[src/hw/rtl/dq_pkg.sv]
`timescale 1ns / 1ps
`default_nettype none
// ---------------------------------------------------------------------------
// dq_pkg
// shared types and constants of the double-ended queue
// ---------------------------------------------------------------------------
package dq_pkg;

  localparam int CAPACITY_DEF = 64;
  localparam int DATA_W       = 32;
  localparam int CNT_W        = 7;

  localparam logic [2:0] CMD_PUSH_FRONT = 3'd0;
  localparam logic [2:0] CMD_PUSH_BACK  = 3'd1;
  localparam logic [2:0] CMD_LIST       = 3'd2;
  localparam logic [2:0] CMD_POP_FRONT  = 3'd3;
  localparam logic [2:0] CMD_POP_BACK   = 3'd4;

  localparam logic [1:0] ST_OK    = 2'd0;
  localparam logic [1:0] ST_EMPTY = 2'd1;
  localparam logic [1:0] ST_FULL  = 2'd2;

  typedef struct packed {
    logic [2:0]               command;
    logic signed [DATA_W-1:0] value;
  } in_item_t;

  typedef struct packed {
    logic signed [DATA_W-1:0] item_value;
    logic [1:0]               status;
    logic [CNT_W-1:0]         element_count;
    logic                     last;
  } out_item_t;

  typedef enum logic [2:0] {
    CELL_HOLD,
    CELL_PUSH_FRONT,
    CELL_PUSH_BACK,
    CELL_POP,
    CELL_ROTATE
  } cell_op_t;

  typedef struct packed {
    cell_op_t                 op;
    logic signed [DATA_W-1:0] value;
  } dq_ctrl_t;

  typedef enum logic [1:0] {
    S_IDLE,
    S_LIST,
    S_SEEK
  } state_t;

endpackage

`default_nettype wire

[src/hw/rtl/dq_cell.sv]
`timescale 1ns / 1ps
`default_nettype none
// ---------------------------------------------------------------------------
// dq_cell
// one storage cell of the queue chain, trades data with its neighbors
// ---------------------------------------------------------------------------
module dq_cell (
  input  wire logic                             clk,
  input  wire logic                             rst_n,
  input  wire dq_pkg::dq_ctrl_t                 ctrl,
  input  wire logic signed [dq_pkg::DATA_W-1:0] left_data,
  input  wire logic                             left_valid,
  input  wire logic signed [dq_pkg::DATA_W-1:0] right_data,
  input  wire logic                             right_valid,
  input  wire logic signed [dq_pkg::DATA_W-1:0] wrap_data,
  output logic signed [dq_pkg::DATA_W-1:0]      data_r,
  output logic                                  valid_r
);
  import dq_pkg::*;

  logic signed [DATA_W-1:0] data_nxt;
  logic                     valid_nxt;

  always_comb begin
    data_nxt  = data_r;
    valid_nxt = valid_r;
    case (ctrl.op)
      CELL_PUSH_FRONT: begin
        data_nxt  = left_data;
        valid_nxt = left_valid;
      end
      CELL_PUSH_BACK: begin
        if (!valid_r && left_valid) begin
          data_nxt  = ctrl.value;
          valid_nxt = 1'b1;
        end
      end
      CELL_POP: begin
        data_nxt  = right_data;
        valid_nxt = right_valid;
      end
      CELL_ROTATE: begin
        if (valid_r) begin
          data_nxt = right_valid ? right_data : wrap_data;
        end
      end
      default: begin
        data_nxt  = data_r;
        valid_nxt = valid_r;
      end
    endcase
  end

  always_ff @(posedge clk) begin
    data_r <= data_nxt;
    if (!rst_n) begin
      valid_r <= 1'b0;
    end else begin
      valid_r <= valid_nxt;
    end
  end

endmodule

`default_nettype wire

[config.mk]
export PLATFORM = sky130hd
export DESIGN_NAME = dq_cell
export DESIGN_NICKNAME = d
export VERILOG_FILES = /design/src/hw/rtl/dq_pkg.sv /design/src/hw/rtl/dq_cell.sv
export SDC_FILE = /design/constraint.sdc
export NUM_CORES = 1
export LEC_CHECK = 0
export BUFFER_PORTS_ARGS = -buffer_cell sky130_fd_sc_hd__buf_2
export CORE_UTILIZATION = 43
export CTS_BUF_LIST = sky130_fd_sc_hd__clkbuf_8
export CTS_CLUSTER_DIAMETER = 80
export DETAILED_ROUTE_END_ITERATION = 7
export GPL_TIMING_DRIVEN = 0
export HOLD_SLACK_MARGIN = 0.02
export PLACE_DENSITY = 0.82
export SYNTH_ARGS = -nofsm -noshare
export SYNTH_HDL_FRONTEND = slang
export SYNTH_SLANG_ARGS = --single-unit
[constraint.sdc]
create_clock -name clk -period 4.3 [get_ports clk]
set_clock_uncertainty 0.05 [all_clocks]
set_input_delay 0.43 -clock clk [delete_from_list [all_inputs] [get_ports clk]]
set_output_delay 0.43 -clock clk [all_outputs]
set_load 0.05 [all_outputs]
* After elaboration in Yosys (flattened, before gate mapping)
Cells that the tools add are included.
** Storage, ports and cells
- Bits in registers :: 33
- Input port bits :: 135
- Output and inout port bits :: 33
- Word-level logic and storage cells :: 20
** Operators by class
- Equality and inequality tests :: 6
- Mux-type cells :: 6
- Reduce and logical (&&, ||, !) cells :: 6
** Operators by type and width (number)
- $pmux 32 s4 :: 1
- $mux 32 :: 3
- $eq 3x2->1 const B :: 2
- $ne 2x2->1 const B :: 2
- $reduce_bool 4->1 :: 1
- $eq 3x1->1 const B :: 1
- $eq 3x3->1 const B :: 1
- $pmux 1 s3 :: 1
- $reduce_and 3->1 :: 1
- $reduce_bool 3->1 :: 1
- $reduce_and 2->1 :: 1
- $logic_and 1x1->1 :: 1
- $logic_not 1->1 :: 1
- $mux 1 :: 1

* Logic depth before layout (Yosys ltp)
- Depth in word-level cells :: 4
- Gate-level depth with buffers :: 5
- Mapped depth without buffers :: 3

* Worst setup path before layout
Ideal clock, no wire load.
- Kind :: input to register
- Start :: input port ctrl[33] (netlist bit)
- End :: register data_r[0] (netlist bit), enable pin
- Arrival time :: 2654 ps
- Data required time :: 3817 ps
- Path slack :: 1163 ps
- Stages :: 4
- Cell sequence :: or3b_1 -> buf_6 -> buf_6 -> o22ai_1
** Between the ends
- Cells in the longest elaborated chain, start to end :: 3
** Ends and longest elaborated chain
- start, declared :: line dq_cell.sv:10 : input wire dq_pkg::dq_ctrl_t ctrl,
- $eq 3x3->1, or another cell as far along :: line dq_cell.sv:27 : case (ctrl.op)
- $reduce_bool 4->1 (no source line) or $ne 2x2->1 (tied branches)
- $reduce_and 3->1 (no source line) (*)
- end signal, assigned :: line dq_cell.sv:55 : data_r <= data_nxt;
- end, declared :: line dq_cell.sv:16 : output logic signed [dq_pkg::DATA_W-1:0] data_r,
Mark *: on every way between the ends. The rest lies on a longest branch, timed or not.
A chain may end at the register's enable or synchronous reset.

* Worst setup path in the final report
- Start :: input port ctrl[33] (netlist bit)
- End :: register data_r[30] (netlist bit), enable pin
Same word-level chain as after synthesis.

==> flow_summary.ini <==
[logic_synthesis]
async_flop_share_pct = 0
synth-seq-cells = 33
ys.flop_type = edfxtp_1
syn-cell-area_sq_mm = 0.00248
synth_nets = 333
yosysTopAreaCellShare_pct = 38.7
synth_cell_type_count = 23
syn_area_per_cell_sq_um = 12.5
synth_top_cell_by_area = edfxtp_1
ys_warn_count = 0
synth.area.top_cells = edfxtp_1, mux2i_1, o221ai_2
netlist_instances = 198
synth_enable_flop_cells = 32
synth.yosys.seq_area_share_pct = 39.5

[sta]
fmax_mhz = 496
rsz0062_at_grt = no
holdWs_ps = 350
final_hold_viol_count = 0
period_share_pct = 46.9
slew-limit-headroom_pct = 64.2
drv_slew = 0
period_minus_slack_ps = 2020
finalSetupTns_ps = 0
finalSetupViolations = 0
worstMarginPinSlew_ps = 537

[placement]
hpwl_um = 5480
place.port_buffers = 166
gp_congestion = 0.841
place_area_sq_mm = 0.00345
dp.cells = 437

[critical_path]
crit_path_start_kind = primary input
rr_startpoint = valid_r
cp_max_fo = 21
cp.required_ps = 4240
cp-end-kind = flip-flop
arrival_ps = 1950
reg2reg_slack_ps = 2680
critPathLaunch = ctrl[33]
path_class = in2reg

[clocking]
cts_htree_levels = 2
cts.clk_slew.worst_paths_ps = 70
cts.sinks = 33
post_cts_resized = 0
post_cts_buffers = 0
cts_root_buffer = clkbuf_8
clk_path_buf_depth = 2
cts_made_buffers = 5
clock_latency_ps = 280
cts_hold_buf = 0
tritoncts = done

[power]
internal_power_w = 0.000628
total_power_w = 0.000953
switchingPower_w = 0.000324
p_clk_share_pct = 23.2
power_frac_seq_pct = 41.1
p_comb_share_pct = 35.8
p_sw_share_pct = 34.1
p_leak_nw = 1.69
power_density_mw_per_mm2 = 270
vdd_ir_drop_max_uv = 121

[die]
fp.dieW_um = 78
io_pins = 168
placementRows = 27
die_h_um = 78
die_area_sq_mm = 0.00608
start_util_pct = 44.8
core_sq_mm = 0.00554

[global_route]
grtUsageTotal_pct = 24.0
grt_pass1_vias = 2455
antenna_found_initial = 0
grt_max_degree = 22
grt_pass1_wl_um = 11400
grt_overflow = 0

[layout]
num_antenna_cells = 0
final_cells = 445
post_route_cells_drive_above_1_share_pct = 60.1
fin_area_sq_mm = 0.00353
area_growth_pct = 42.1
fin_nets = 507
num-fill-cells = 463

[routing]
drc = 0
num_vias = 2418
firstDrtPassIters = 4
wirelength_um = 7090
first_iter_violations = 61
ant_nets = 0
avgViaCountPerCell = 5.43
wl_per_cell_um = 15.9

[run_status]
status = completed

[min_path]
worstHoldStart = rst_n
holdCritPathClass = in2reg

[job]
drv_cap = 0
==> cell usage after synthesis (2+ instances only) <==
cell and count:
inv_1 3, buf_1 2, buf_6 7, o221ai_2 30
edfxtp_1 32, o21ai_0 2, mux2i_1 63, nand3_1 32
buf_2 12, a21oi_1 2
==> final timing paths <==
path                     end  cells after the start
hold reg to reg      valid_r                      3
setup reg to reg  data_r[30]                      4
hold / removal       valid_r                      2
setup / recovery  data_r[30]                      6
==> registers in the layout, indices dropped and copies added, names as in the netlist <==
name / cells
valid_r: 1
data_r: 32
==> power groups by stage <==
stage | Combinational (W) | Sequential, W | Clock [W]
final | 0.000341 | 0.000391 | 0.000221
after global routing | 0.000365 | 0.000393 | 0.000238
after CTS | 0.000343 | 0.000392 | 0.000228
after detailed placement | 0.000342 | 0.000398 | 0
after global placement | 0.000326 | 0.000400 | 0
after floorplan | 0.000136 | 0.000486 | 0
==> worst max-delay path, stage by stage <==
cell and delay (ps):
buf_2 150, or3b_1 390, buf_6 160, buf_6 150, o22ai_4 430, buf_16 230
==> stage by stage <==
step	setup WS (ps)	utilization, %
6_report	2280	63.7
4_1_cts	2290	63.7
3_5_place_dp	1990	62.2
2_1_floorplan	1160	-
3_3_place_gp	305	61.4
5_1_grt	2220	63.7
==> placed cells by master (no fill, tap or decap), drive strengths merged <==
master	synthesis	layout
o32ai	1	1
nor2b	1	1
nand2b	1	1
o22ai	1	1
dfxtp	1	1
and3	1	1
o21ai	2	2
a211oi	1	1
a31oi	1	1
o221ai	31	31
a2111oi	1	1
or3b	1	1
inv	3	4
a21oi	2	2
edfxtp	32	32
nand3	32	32
and2	1	1
clkinv	0	2
clkbuf	1	6
buf	21	188
mux2i	63	63
==> cell families (layout without fill, tap and decap cells) <==
family	Yosys count	in the layout	share of synthesized area [%]
and+or+nand+nor	37	37	7.81
muxes	63	63	25.4
DFF	33	33	39.5
buffers and inverters	25	200	6.50
AOI/OAI and AO/OA	40	40	20.8
==> final cells by class <==
cell class	count	area (sq um)	area share [%]
multi-input cells	140	1360	38.4
repair buffers	167	858	24.3
clock buffers	5	68.8	1.95
inverters	3	11.3	0.319
clock inverters	3	13.8	0.390
flip-flops and latches	33	981	27.8
plain buffers	22	150	4.26
well taps	72	90.1	2.55
==> per-layer routing <==
metal	wire length [um]	share of wire, %	global-route usage (%)
met2	3590	51	44.0
met1	2830	40	27.1
met4	154	2.2	8.52
met5	0	0	0
met3	515	7.3	5.65
Note: power is estimated with default switching activity, not from simulation.
